===== config.mk =====
export PLATFORM = sky130hd
export DESIGN_NAME = fragment_reassembly_framer
export DESIGN_NICKNAME = d
export VERILOG_FILES = /design/src/rtl/core/frf_pkg.sv /design/src/rtl/core/frf_parser.sv /design/src/rtl/core/frf_msg.sv /design/src/rtl/core/fragment_reassembly_framer.sv
export SDC_FILE = /design/constraint.sdc
export NUM_CORES = 1
export LEC_CHECK = 0
export ABC_AREA = 1
export ABC_CLOCK_PERIOD_IN_PS = 3900
export BUFFER_PORTS_ARGS = -buffer_cell sky130_fd_sc_hd__buf_2
export CAP_MARGIN = 0
export CORE_UTILIZATION = 35
export DETAILED_ROUTE_END_ITERATION = 12
export PLACE_DENSITY = 0.51
export SLEW_MARGIN = 5
export SYNTH_ARGS = -nofsm -noshare
export SYNTH_HDL_FRONTEND = slang
export SYNTH_SLANG_ARGS = --single-unit

===== constraint.sdc =====
create_clock -name clock -period 3.9 [get_ports clock]
set_input_delay 0.195 -clock clock [delete_from_list [all_inputs] [get_ports clock]]
set_output_delay 0.195 -clock clock [all_outputs]
set_load 0.02 [all_outputs]

===== src/rtl/core/frf_pkg.sv =====
// Shared types and constants of the fragment reassembly framer.
// Used by frf_parser, frf_msg and fragment_reassembly_framer; no dependencies.
package frf_pkg;

   localparam int SEGMENT_BYTES   = 36;
   localparam int MAX_SEGMENTS    = 32;
   localparam int GLOBAL_BYTES    = 41;
   localparam int MAX_FRAME_BYTES = 250;

   localparam int HEADER_BYTES = 3;
   localparam int STORE_BYTES  = GLOBAL_BYTES + MAX_SEGMENTS * SEGMENT_BYTES;

   localparam int ADDR_W      = 11;
   localparam int ADDR_CALC_W = 13;
   localparam int SEG_POS_W   = (SEGMENT_BYTES > 1) ? $clog2(SEGMENT_BYTES) : 1;

   localparam logic [7:0] MAGIC_BYTE = 8'h57;

   localparam logic OP_BYTE = 1'b0;
   localparam logic OP_TICK = 1'b1;

   localparam logic CSR_SYNC_ENABLED = 1'b0;
   localparam logic CSR_HOLDOFF_MS   = 1'b1;

   localparam logic [2:0] STATUS_NONE       = 3'd0;
   localparam logic [2:0] STATUS_IGNORED    = 3'd1;
   localparam logic [2:0] STATUS_ACCEPTED   = 3'd2;
   localparam logic [2:0] STATUS_ABORTED    = 3'd3;
   localparam logic [2:0] STATUS_DELIVERED  = 3'd4;
   localparam logic [2:0] STATUS_SUPPRESSED = 3'd5;

   typedef struct packed {
      logic       in_progress;
      logic [7:0] fragments_seen;
      logic [5:0] segments_stored;
   } msg_state_type;

   typedef struct packed {
      logic       close;
      logic       ignore;
      logic [7:0] index;
      logic [7:0] count;
      logic [7:0] seg_cnt;
      logic       seg_whole;
   } frame_close_type;

endpackage


===== src/rtl/core/frf_parser.sv =====
// Frame parser: header capture, frame filter, segment counting and store writes.
// Depends on frf_pkg; reads the message state kept by frf_msg.
module frf_parser
   import frf_pkg::*;
(
   input  logic                   clock,
   input  logic                   reset,
   input  logic                   take,
   input  logic [7:0]             data_byte,
   input  logic                   frame_last,
   input  logic                   broadcast,
   input  logic                   sender_linked,
   input  logic                   link_connected,
   input  logic                   sync_enabled,
   input  msg_state_type          msg_state,
   output logic                   write_enable,
   output logic [ADDR_W-1:0]      write_addr,
   output logic [7:0]             write_byte,
   output frame_close_type        close_info
);

   logic [7:0]           byte_count_ff, byte_count_in, byte_count_n;
   logic [7:0]           index_ff, index_in, index_n;
   logic [7:0]           count_ff, count_in, count_n;
   logic                 rejected_ff, rejected_in, rejected_n;
   logic [SEG_POS_W-1:0] seg_pos_ff, seg_pos_in, seg_pos_n;
   logic [7:0]           seg_cnt_ff, seg_cnt_in, seg_cnt_n;

   logic                   counted;
   logic                   payload;
   logic [7:0]             off;
   logic [ADDR_CALC_W-1:0] addr_calc;
   logic                   we;

   always_comb begin
      counted      = take && (byte_count_ff < 8'(MAX_FRAME_BYTES));
      payload      = counted && (byte_count_ff >= 8'(HEADER_BYTES));
      off          = byte_count_ff - 8'(HEADER_BYTES);
      byte_count_n = byte_count_ff;
      index_n      = index_ff;
      count_n      = count_ff;
      rejected_n   = rejected_ff;
      seg_pos_n    = seg_pos_ff;
      seg_cnt_n    = seg_cnt_ff;
      addr_calc    = '0;
      we           = 1'b0;

      if (counted) begin
         byte_count_n = byte_count_ff + 8'd1;
         if (byte_count_ff == 8'd0) begin
            rejected_n = !(data_byte == MAGIC_BYTE && broadcast && sender_linked &&
                           sync_enabled && !link_connected);
         end else if (byte_count_ff == 8'd1) begin
            index_n = data_byte;
         end else if (byte_count_ff == 8'd2) begin
            count_n = data_byte;
         end
      end

      // advance segment position on payload past the global part
      if (payload && (index_ff != 8'd0 || off >= 8'(GLOBAL_BYTES))) begin
         if (seg_pos_ff == SEG_POS_W'(SEGMENT_BYTES - 1)) begin
            seg_pos_n = '0;
            seg_cnt_n = seg_cnt_ff + 8'd1;
         end else begin
            seg_pos_n = seg_pos_ff + SEG_POS_W'(1);
         end
      end

      if (payload && !rejected_ff) begin
         if (index_ff == 8'd0) begin
            addr_calc = ADDR_CALC_W'(off);
            we        = 1'b1;
         end else if (msg_state.in_progress && index_ff == msg_state.fragments_seen &&
                      msg_state.segments_stored < 6'(MAX_SEGMENTS)) begin
            addr_calc = ADDR_CALC_W'(GLOBAL_BYTES)
                      + ADDR_CALC_W'(msg_state.segments_stored) * ADDR_CALC_W'(SEGMENT_BYTES)
                      + ADDR_CALC_W'(off);
            we        = 1'b1;
         end
      end
      we = we && (addr_calc < ADDR_CALC_W'(STORE_BYTES));

      write_enable = we;
      write_addr   = we ? addr_calc[ADDR_W-1:0] : '0;
      write_byte   = we ? data_byte : 8'd0;

      close_info.close     = take && frame_last;
      close_info.ignore    = rejected_n || (byte_count_n < 8'(HEADER_BYTES));
      close_info.index     = index_n;
      close_info.count     = count_n;
      close_info.seg_cnt   = seg_cnt_n;
      close_info.seg_whole = (seg_pos_n == '0);

      // drop frame state once the last byte is taken
      if (take && frame_last) begin
         byte_count_in = '0;
         index_in      = '0;
         count_in      = '0;
         rejected_in   = 1'b0;
         seg_pos_in    = '0;
         seg_cnt_in    = '0;
      end else begin
         byte_count_in = byte_count_n;
         index_in      = index_n;
         count_in      = count_n;
         rejected_in   = rejected_n;
         seg_pos_in    = seg_pos_n;
         seg_cnt_in    = seg_cnt_n;
      end
   end

   always_ff @(posedge clock) begin
      if (reset) begin
         byte_count_ff <= '0;
         index_ff      <= '0;
         count_ff      <= '0;
         rejected_ff   <= 1'b0;
         seg_pos_ff    <= '0;
         seg_cnt_ff    <= '0;
      end else begin
         byte_count_ff <= byte_count_in;
         index_ff      <= index_in;
         count_ff      <= count_in;
         rejected_ff   <= rejected_in;
         seg_pos_ff    <= seg_pos_in;
         seg_cnt_ff    <= seg_cnt_in;
      end
   end

endmodule


===== src/rtl/core/frf_msg.sv =====
// Message tracker: fragment sequencing, segment totals, holdoff timer and frame verdict.
// Depends on frf_pkg; driven by the close information from frf_parser.
module frf_msg
   import frf_pkg::*;
(
   input  logic            clock,
   input  logic            reset,
   input  logic            tick,
   input  frame_close_type close_info,
   input  logic [15:0]     holdoff_ms,
   output msg_state_type   msg_state,
   output logic [2:0]      frame_status,
   output logic            message_ready
);

   msg_state_type msg_ff, msg_in;
   logic [15:0]   ms_ff, ms_in;

   logic       ok;
   logic [7:0] fs_base;
   logic [7:0] fs_next;
   logic [8:0] seg_sum;

   always_comb begin
      msg_in        = msg_ff;
      ms_in         = ms_ff;
      frame_status  = STATUS_NONE;
      message_ready = 1'b0;
      ok            = 1'b1;
      fs_base       = msg_ff.fragments_seen;
      fs_next       = '0;
      seg_sum       = 9'(msg_ff.segments_stored) + 9'(close_info.seg_cnt);

      if (tick && ms_ff != 16'hFFFF) begin
         ms_in = ms_ff + 16'd1;
      end

      if (close_info.close) begin
         if (close_info.ignore) begin
            frame_status = STATUS_IGNORED;
         end else begin
            if (close_info.index == 8'd0) begin
               msg_in.in_progress     = 1'b1;
               fs_base                = '0;
               msg_in.segments_stored = (close_info.seg_cnt > 8'(MAX_SEGMENTS)) ?
                                        6'(MAX_SEGMENTS) : close_info.seg_cnt[5:0];
            end else if (msg_ff.in_progress && close_info.index == msg_ff.fragments_seen &&
                         close_info.seg_whole) begin
               if (msg_ff.segments_stored < 6'(MAX_SEGMENTS)) begin
                  msg_in.segments_stored = (seg_sum > 9'(MAX_SEGMENTS)) ?
                                           6'(MAX_SEGMENTS) : seg_sum[5:0];
               end
            end else begin
               ok = 1'b0;
            end

            fs_next = fs_base + 8'd1;
            if (!ok) begin
               msg_in       = '0;
               frame_status = STATUS_ABORTED;
            end else if (fs_next < close_info.count) begin
               msg_in.fragments_seen = fs_next;
               frame_status          = STATUS_ACCEPTED;
            end else begin
               msg_in = '0;
               if (ms_ff > holdoff_ms) begin
                  message_ready = 1'b1;
                  ms_in         = '0;
                  frame_status  = STATUS_DELIVERED;
               end else begin
                  frame_status  = STATUS_SUPPRESSED;
               end
            end
         end
      end

      msg_state = msg_ff;
   end

   always_ff @(posedge clock) begin
      if (reset) begin
         msg_ff <= '0;
         ms_ff  <= '0;
      end else begin
         msg_ff <= msg_in;
         ms_ff  <= ms_in;
      end
   end

endmodule


===== src/rtl/core/fragment_reassembly_framer.sv =====
// Top level of the fragment reassembly framer: control registers, handshake, result register.
// Depends on frf_pkg, frf_parser and frf_msg.
//
//   port group  direction  handshake            contents
//   req_*       in         req_valid/req_stall  one frame byte or one millisecond tick
//   rsp_*       out        rsp_valid/rsp_stall  store write, frame verdict, ready pulse
//   csr_*       in         csr_wr_en            sync_enabled (0), holdoff_ms (1)
//
// Each word is processed in the cycle it is accepted and its result is shown in the
// next cycle from the result register; one word per cycle is sustained while rsp_stall is low.
// A result waiting under rsp_stall holds the result register and stalls req.
// Synchronous reset sets sync_enabled to 1, holdoff_ms to 250, and clears all
// message, frame and timer state; no clearing pass follows.
module fragment_reassembly_framer
   import frf_pkg::*;
(
   input  logic              clock,
   input  logic              reset,

   input  logic              req_valid,
   output logic              req_stall,
   input  logic              req_operation,
   input  logic [7:0]        req_data_byte,
   input  logic              req_frame_last,
   input  logic              req_broadcast,
   input  logic              req_sender_linked,
   input  logic              req_link_connected,

   output logic              rsp_valid,
   input  logic              rsp_stall,
   output logic              rsp_write_enable,
   output logic [ADDR_W-1:0] rsp_write_addr,
   output logic [7:0]        rsp_write_byte,
   output logic              rsp_frame_end,
   output logic [2:0]        rsp_frame_status,
   output logic              rsp_message_ready,

   input  logic              csr_wr_en,
   input  logic              csr_index,
   input  logic [15:0]       csr_wdata
);

   logic        sync_enabled_ff, sync_enabled_in;
   logic [15:0] holdoff_ms_ff, holdoff_ms_in;

   logic rsp_valid_ff, rsp_valid_in;
   logic              we_ff;
   logic [ADDR_W-1:0] addr_ff;
   logic [7:0]        wbyte_ff;
   logic              fend_ff;
   logic [2:0]        status_ff;
   logic              ready_ff;

   logic            accept;
   logic            byte_take;
   logic            tick_take;
   msg_state_type   msg_state;
   frame_close_type close_info;
   logic              we;
   logic [ADDR_W-1:0] addr;
   logic [7:0]        wbyte;
   logic [2:0]        status;
   logic              ready;

   assign req_stall = rsp_valid_ff && rsp_stall;
   assign accept    = req_valid && !req_stall;
   assign byte_take = accept && (req_operation == OP_BYTE);
   assign tick_take = accept && (req_operation == OP_TICK);

   frf_parser u_parser (
      .clock          (clock),
      .reset          (reset),
      .take           (byte_take),
      .data_byte      (req_data_byte),
      .frame_last     (req_frame_last),
      .broadcast      (req_broadcast),
      .sender_linked  (req_sender_linked),
      .link_connected (req_link_connected),
      .sync_enabled   (sync_enabled_ff),
      .msg_state      (msg_state),
      .write_enable   (we),
      .write_addr     (addr),
      .write_byte     (wbyte),
      .close_info     (close_info)
   );

   frf_msg u_msg (
      .clock         (clock),
      .reset         (reset),
      .tick          (tick_take),
      .close_info    (close_info),
      .holdoff_ms    (holdoff_ms_ff),
      .msg_state     (msg_state),
      .frame_status  (status),
      .message_ready (ready)
   );

   always_comb begin
      sync_enabled_in = sync_enabled_ff;
      holdoff_ms_in   = holdoff_ms_ff;
      if (csr_wr_en) begin
         case (csr_index)
            CSR_SYNC_ENABLED: sync_enabled_in = csr_wdata[0];
            CSR_HOLDOFF_MS:   holdoff_ms_in   = csr_wdata;
            default:          sync_enabled_in = sync_enabled_ff;
         endcase
      end
      rsp_valid_in = accept || (rsp_valid_ff && rsp_stall);
   end

   always_ff @(posedge clock) begin
      if (reset) begin
         sync_enabled_ff <= 1'b1;
         holdoff_ms_ff   <= 16'd250;
         rsp_valid_ff    <= 1'b0;
      end else begin
         sync_enabled_ff <= sync_enabled_in;
         holdoff_ms_ff   <= holdoff_ms_in;
         rsp_valid_ff    <= rsp_valid_in;
      end
   end

   // load the result register on accept, hold it otherwise
   always_ff @(posedge clock) begin
      if (accept) begin
         we_ff     <= we;
         addr_ff   <= addr;
         wbyte_ff  <= wbyte;
         fend_ff   <= close_info.close;
         status_ff <= status;
         ready_ff  <= ready;
      end
   end

   assign rsp_valid         = rsp_valid_ff;
   assign rsp_write_enable  = we_ff;
   assign rsp_write_addr    = addr_ff;
   assign rsp_write_byte    = wbyte_ff;
   assign rsp_frame_end     = fend_ff;
   assign rsp_frame_status  = status_ff;
   assign rsp_message_ready = ready_ff;

endmodule

==> results of run 1 <==
## report_power, final
group          internal (mW)  switching (mW)
combinational          0.162           0.263
clock                   1.08           0.600
sequential              1.23          0.0198
## timing repair
| item | CTS | global route |
|---|---|---|
| gates cloned | 0 | 2 |
| gates resized for setup | 2 | 80 |
| pin swaps | 0 | 35 |
| hold buffers | 6 | 0 |
| setup buffers | 0 | 18 |
| hold endpoints to repair | 6 | 0 |
| endpoints found under the setup margin | 3 | 55 |
## state kept, by name (all words and copies together), names as in the netlist
register / flops
holdoff_ms_ff: 16
rsp_frame_status: 3
u_parser.rejected_ff: 1
u_parser.count_ff: 8
u_msg.msg_state: 15
sync_enabled_ff: 1
rsp_valid: 1
u_parser.index_ff: 8
u_parser.seg_pos_ff: 6
u_parser.seg_cnt_ff: 8
u_msg.ms_ff: 16
rsp_write_enable: 1
u_parser.byte_count_ff: 8
rsp_write_byte: 8
rsp_write_addr: 11
rsp_frame_end: 1
rsp_message_ready: 1
## synthesized netlist by cell type, drive strengths merged, types with 4 or more instances
cell and n:
edfxtp 25, o21ai 56, nor3 22, inv 162, clkbuf 12, nand3 60
ha 59, xnor2 11, nor2 138, xor2 36, nor4 7, dfxtp 88
or2 4, buf 5, o211ai 10, a21oi 57, nand4 20, nand3b 4
nand2 230
## kinds of logic (layout without fill, tap and decap cells)
logic type                 Yosys count  in the layout
and+or+nand+nor                    486            487
buffers and inverters              181            333
AOI/OAI and AO/OA                  135            135
DFF                                113            113
adders and majority gates           61             61
xor gates and xnor gates            47             47
muxes                                1              1
## cell type report
type	instances	area (um2)	share of cell area
Clock buffer	17	425	0.0448
Clock inverter	15	205	0.0216
Inverter	164	626	0.0659
Multi-Input combinational cell	731	4470	0.470
Sequential cell	113	2520	0.265
Tap cell	270	338	0.0356
Timing Repair Buffer	136	912	0.0960
Timing Repair inverter	1	8.76	0.000922
## per-layer routing
layer / GRT usage / up-vias / part of all wire
li1: - / 3605 / -
met1: 0.233 / 2934 / 0.50
met2: 0.283 / 127 / 0.45
met3: 0.0364 / 17 / 0.041
met4: 0.0546 / 0 / 0.013
met5: 0 / - / 0
## metrics by stage
stage          cells  hold slack (ns)  utilization
4_1_cts         1427          0.00317        0.442
5_1_grt         1447           0.0212        0.463
6_report        1447           0.0215        0.463
2_1_floorplan   1024            0.264            -
3_3_place_gp    1389            0.416        0.408
3_5_place_dp    1389            0.418        0.408
## final timing paths
check / from / to / slack [ns]
worst min-delay path: csr_wdata[3] / holdoff_ms_ff[3] / 0.02
worst max-delay path: u_parser.byte_count_ff[0] / u_msg.msg_state[4] / 0.14
worst max register to register: u_parser.byte_count_ff[0] / u_msg.msg_state[4] / 0.14
worst min register to register: holdoff_ms_ff[15] / holdoff_ms_ff[15] / 0.46
## layout by cell type, fill, tap and decap left out, drive strengths merged, types with 17 or more instances in the layout
| cell type | instances |
|---|---|
| nand2 | 230 |
| xor2 | 36 |
| nand3 | 61 |
| a21oi | 57 |
| clkbuf | 17 |
| buf | 130 |
| edfxtp | 25 |
| o21ai | 56 |
| nand4 | 20 |
| nor3 | 22 |
| dfxtp | 88 |
| ha | 59 |
| inv | 168 |
| nor2 | 138 |
## worst register-to-register path: cells and delay by family (launching register included)
family          cells  cell delay (ns)
fa+ha+maj           3             0.56
flops               1             0.35
compound gates      1             0.26
simple gates       19             1.88
xor+xnor            1             0.18
buf+inv             5             0.43
==> results.sh, run 1 <==
export IMPL_synthSimpleGateAreaFrac=0.298
export IMPL_setup_slack_ns=0.143
export IMPL_crit_family="simple AND/OR/NAND/NOR gates"
export IMPL_clk_path_buf_depth=2
export IMPL_cap_violations=0
export IMPL_grtUsageTotal=0.175
export IMPL_arrival_ns=4.07
export IMPL_syn_area_mm2=0.00741
export IMPL_synthArstFlopShare=0
export IMPL_fin_tns_setup_ns=0
export IMPL_ant_nets=0
export IMPL_syn_to_final_growth_pct=28.2
export IMPL_antenna_found_initial=0
export IMPL_worst_pin_slew_ns=1.06
export IMPL_row_count=52
export IMPL_clk_pin_slew_ns=0.06
export IMPL_max_stage_delay_ns=0.35
export IMPL_synth_top_family_by_area="simple AND/OR/NAND/NOR gates"
export IMPL_synth_distinct_cells=51
export IMPL_fill_cells=2094
export IMPL_ir_worst_vdd_mv=0.297
export IMPL_period_share=0.963
export IMPL_slowest_stage="dfxtp_2"
export IMPL_p_leak_nw=4.55
export IMPL_min_period_ns=3.76
export IMPL_cts_max_level=4
export IMPL_p_total_mw=3.35
export IMPL_grt_pass1_vias=6193
export IMPL_slew_headroom=0.296
export IMPL_gp_congestion=0.830
export IMPL_drive_gt1_frac=0.236
export IMPL_max_freq_ghz=0.266
export IMPL_rsz0062_at_grt="yes"
export IMPL_dp_slack_ns=0.0109
export IMPL_dr_total_vias=6683
export IMPL_seq_area_frac_synth=0.339
export IMPL_cp_buffers_inverters=5
export IMPL_syn_inst=1024
export IMPL_post_drt_wl_per_cell_um=12.8
export IMPL_die_y_um=148
export IMPL_synth_adder_area_share=0.105
export IMPL_final_setup_skew_ns=0.0111
export IMPL_syn_area_per_cell_um2=7.24
export IMPL_yosysTopAreaCellShare=0.238
export IMPL_synth_seq_cells=113
export IMPL_reg2regPathDepth=29
export IMPL_ys_top_cells_by_area="dfxtp_1 24%, nand2_1 11%, edfxtp_1 10%, ha_1 10%, inv_1 7.9%"
export IMPL_io_pins=62
export IMPL_clk_latency_ns=0.42
export IMPL_crit_required_ns=4.21
export IMPL_diodes=0
export IMPL_drt_iter0_markers=230
export IMPL_drc=0
export IMPL_nNetsFinal=1260
export IMPL_finalSetupViolations=0
export IMPL_placed_area_mm2=0.00836
export IMPL_crit_path_frequent_cell="nand2_2"
export IMPL_synthesis_nets=1120
export IMPL_path_class="flip-flop to flip-flop"
export IMPL_synth_edf_count=25
export IMPL_grt_pass1_wl_um=30100
export IMPL_final_max_slew_viol_count=0
export IMPL_dieArea_mm2=0.0218
export IMPL_die_w_um=148
export IMPL_power_density_mw_per_mm2=353
export IMPL_endpoint_kind="flip-flop"
export IMPL_cts_root_buf="clkbuf_16"
export IMPL_crit_fanout=8
export IMPL_postLayoutCellArea_mm2=0.00950
export IMPL_synth_ff_type="dfxtp_1"
export IMPL_synth_compound_area_share=0.101
export IMPL_hold_viol=0
export IMPL_min_path_cells=3
export IMPL_yosysWarnings=0
export IMPL_grt_max_degree=40
export IMPL_status="finished clean"
export IMPL_cts_sinks=113
export IMPL_fp_coreArea_mm2=0.0205
export IMPL_drt_total_wl_um=18500
export IMPL_synthMuxAreaShare=0.00135
export IMPL_port_buffer_count=61
export IMPL_start_util=0.362
export IMPL_crit_cells=29
export IMPL_yosys_area_top_type="dfxtp_1"
export IMPL_cts_buffers=17
export IMPL_synth_xor_area_share=0.0576
export IMPL_hold_path_class="input port to flip-flop"
export IMPL_first_pass_iters=4
export IMPL_cts_tree="built"
export IMPL_hpwl_um=14100
export IMPL_grt_overflow=0
export IMPL_viasPerCell=4.62
export IMPL_start_kind="flip-flop"
No activity file was read; power rests on OpenSTA's default activity.
==> inputs of run 2 (changes only) <==
--- a/config.mk
+++ b/config.mk
@@ -5,11 +5,11 @@
 export SDC_FILE = /design/constraint.sdc
 export NUM_CORES = 1
 export LEC_CHECK = 0
-export ABC_AREA = 1
 export ABC_CLOCK_PERIOD_IN_PS = 3900
 export BUFFER_PORTS_ARGS = -buffer_cell sky130_fd_sc_hd__buf_2
 export CAP_MARGIN = 0
 export CORE_UTILIZATION = 35
+export CTS_CLUSTER_DIAMETER = 120
 export DETAILED_ROUTE_END_ITERATION = 12
 export PLACE_DENSITY = 0.51
 export SLEW_MARGIN = 5
==> run 2 against run 1 <==
Against the previous run: the flow now finishes with violations (setup timing); flip-flop and latch count did not move; sequential share of layout area fell by 1.6 points; die area fell by 1.2%; final area rose by 6.7%; cell count fell by 9.8%; critical path type unchanged.
==> results.sh, run 2 <==
export IMPL_period_share=1.11
export IMPL_seq_area_frac_synth=0.343
export IMPL_fp_coreArea_mm2=0.0204
export IMPL_post_drt_wl_per_cell_um=15.5
export IMPL_status="complete, but fails checks"
export IMPL_io_pins=62
export IMPL_fin_tns_setup_ns=-9.19
export IMPL_clk_latency_ns=0.41
export IMPL_grt_max_degree=46
export IMPL_synthesis_nets=923
export IMPL_synth_edf_count=25
export IMPL_antenna_found_initial=0
export IMPL_nNetsFinal=1118
export IMPL_path_class="flip-flop to flip-flop"
export IMPL_ir_worst_vdd_mv=0.263
export IMPL_viasPerCell=5.11
export IMPL_dr_total_vias=6663
export IMPL_rsz0062_at_grt="yes"
export IMPL_synth_most_common_cell="dfxtp_1"
export IMPL_synth_distinct_cells=75
export IMPL_dieArea_mm2=0.0215
export IMPL_die_w_um=147
export IMPL_power_density_mw_per_mm2=307
export IMPL_synth_xor_area_share=0.0812
export IMPL_syn_inst=827
export IMPL_yosys_area_top_type="dfxtp_1"
export IMPL_hold_path_class="input port to flip-flop"
export IMPL_slew_headroom=0.434
export IMPL_yosysTopAreaCellShare=0.241
export IMPL_synth_ff_type="dfxtp_1"
export IMPL_start_kind="flip-flop"
export IMPL_yosysWarnings=0
export IMPL_finalSetupViolations=34
export IMPL_syn_area_per_cell_um2=8.85
export IMPL_hold_viol=0
export IMPL_ant_nets=0
export IMPL_crit_required_ns=4.17
export IMPL_multi_input_area_mm2=0.00494
export IMPL_cts_buffers=17
export IMPL_grt_pass1_wl_um=32300
export IMPL_violations="setup timing"
export IMPL_post_route_util=0.497
export IMPL_clk_path_buf_depth=2
export IMPL_die_y_um=147
export IMPL_cts_root_buf="clkbuf_16"
export IMPL_start_util=0.359
export IMPL_grtUsageTotal=0.191
export IMPL_drc=0
export IMPL_p_leak_nw=4.40
export IMPL_final_common_cell="buf_4"
export IMPL_clk_pin_slew_ns=0.06
export IMPL_synthArstFlopShare=0
export IMPL_seqCellArea_mm2=0.00252
export IMPL_port_buffer_count=61
export IMPL_max_freq_ghz=0.230
export IMPL_first_pass_iters=4
export IMPL_min_period_ns=4.35
export IMPL_synth_common_cells="88 x dfxtp_1, 74 x nand2_1, 64 x nor2_1, 59 x ha_1, 52 x a21oi_1"
export IMPL_grt_pass1_vias=6111
export IMPL_synth_top_family_by_area="simple AND/OR/NAND/NOR gates"
export IMPL_synth_compound_area_share=0.165
export IMPL_endpoint_kind="flip-flop"
export IMPL_synth_seq_cells=113
export IMPL_syn_to_final_growth_pct=38.4
export IMPL_cts_sinks=113
export IMPL_synthMuxAreaShare=0.0277
export IMPL_cts_max_level=4
export IMPL_drive_gt1_frac=0.321
export IMPL_drt_iter0_markers=328
export IMPL_worst_pin_slew_ns=0.849
export IMPL_cts_tree="built"
export IMPL_setup_slack_ns=-0.448
export IMPL_arrival_ns=4.62
export IMPL_syn_area_mm2=0.00732
export IMPL_regToRegSetupSlack_ns=-0.45
export IMPL_cap_violations=0
export IMPL_hpwl_um=14900
export IMPL_fill_cells=1916
export IMPL_grt_overflow=0
export IMPL_drt_total_wl_um=20300
export IMPL_synth_adder_area_share=0.106
export IMPL_final_setup_skew_ns=0.00711
export IMPL_diodes=0
export IMPL_gp_congestion=0.835
export IMPL_ys_top_cells_by_area="dfxtp_1 24%, edfxtp_1 10%, ha_1 10%, xor2_1 4.8%, nand2_1 3.8%"
export IMPL_row_count=52
export IMPL_layout_common_cells="128 x buf_4, 84 x dfxtp_1, 73 x nand2_1"
export IMPL_final_max_slew_viol_count=0
export IMPL_synthSimpleGateAreaFrac=0.231
export IMPL_crit_fanout=3
[run 2: metrics by stage]
step | setup WS (ns) | power [mW] | std cells | hold WS, ns | instance area [um2]
6_report | -0.448 | 3.11 | 1305 | 0.0150 | 10100
5_1_grt | -0.660 | 3.24 | 1305 | 0.00451 | 10100
4_1_cts | -0.367 | 3.14 | 1295 | 0.00300 | 9740
3_5_place_dp | -0.505 | 1.49 | 1228 | 0.411 | 8740
3_3_place_gp | -0.471 | 1.48 | 1228 | 0.406 | 8740
2_1_floorplan | -0.421 | 1.39 | 827 | 0.313 | 7470
[run 2: power breakdown]
| group | total [mW] | switching, mW | leakage (nW) | internal, mW |
|---|---|---|---|---|
| Sequential | 1.24 | 0.0140 | 0.967 | 1.22 |
| Combinational | 0.240 | 0.143 | 3.13 | 0.0969 |
| Clock | 1.64 | 0.573 | 0.298 | 1.06 |
[run 2: repair_timing]
item                                    CTS  global route
cloned                                    1             1
endpoints found under the setup margin   47            53
hold buffers                              7             0
hold endpoints to repair                  7             0
pin swaps                                14            42
resized for setup                        18            68
buffers inserted                         27            10
[run 2: metal layers]
metal | up-vias | wire [um] | GRT usage
li1 | 3369 | - | -
met1 | 3159 | 10300 | 0.274
met2 | 109 | 9100 | 0.291
met3 | 26 | 571 | 0.0338
met4 | 0 | 289 | 0.0568
met5 | - | 0 | 0
[run 2: logic make-up after synthesis]
logic type | Yosys count
and+or+nand+nor | 318
DFF | 113
AOI/OAI and AO/OA | 164
adders and majority gates | 61
buffers and inverters | 84
xor gates and xnor gates | 67
muxes | 20
[run 2: cell type report]
cell class,instances,share of cell area
clock buffer,17,0.0420
clock inverter,15,0.0190
inverter,50,0.0188
multi-input combinational,630,0.488
sequential,113,0.249
tap,270,0.0333
timing repair buffer,210,0.150
[run 2: final timing paths]
kind	from	endpoint	cells past startpoint
setup / recovery	u_parser.byte_count_ff[3]	u_msg.msg_state[0]	27
hold / removal	csr_wdata[0]	sync_enabled_ff	2
setup reg to reg	u_parser.byte_count_ff[3]	u_msg.msg_state[0]	27
hold reg to reg	holdoff_ms_ff[13]	holdoff_ms_ff[13]	2
[run 2: critical path, stage by stage, from the launching register on]
cell and delay (ns):
dfxtp_2 0.31, or4_4 0.57, buf_6 0.16, o21ai_4 0.13
nand3_2 0.12, a211oi_4 0.33, nor3_4 0.11, xnor2_2 0.20
inv_2 0.08, buf_4 0.13, buf_4 0.12, buf_4 0.12
buf_4 0.12, buf_4 0.12, buf_4 0.12, buf_4 0.12
buf_4 0.12, buf_4 0.12, buf_4 0.13, buf_4 0.12
buf_4 0.12, buf_4 0.12, buf_4 0.12, buf_4 0.12
buf_4 0.12, buf_4 0.12, nand3_1 0.05, a311oi_1 0.08
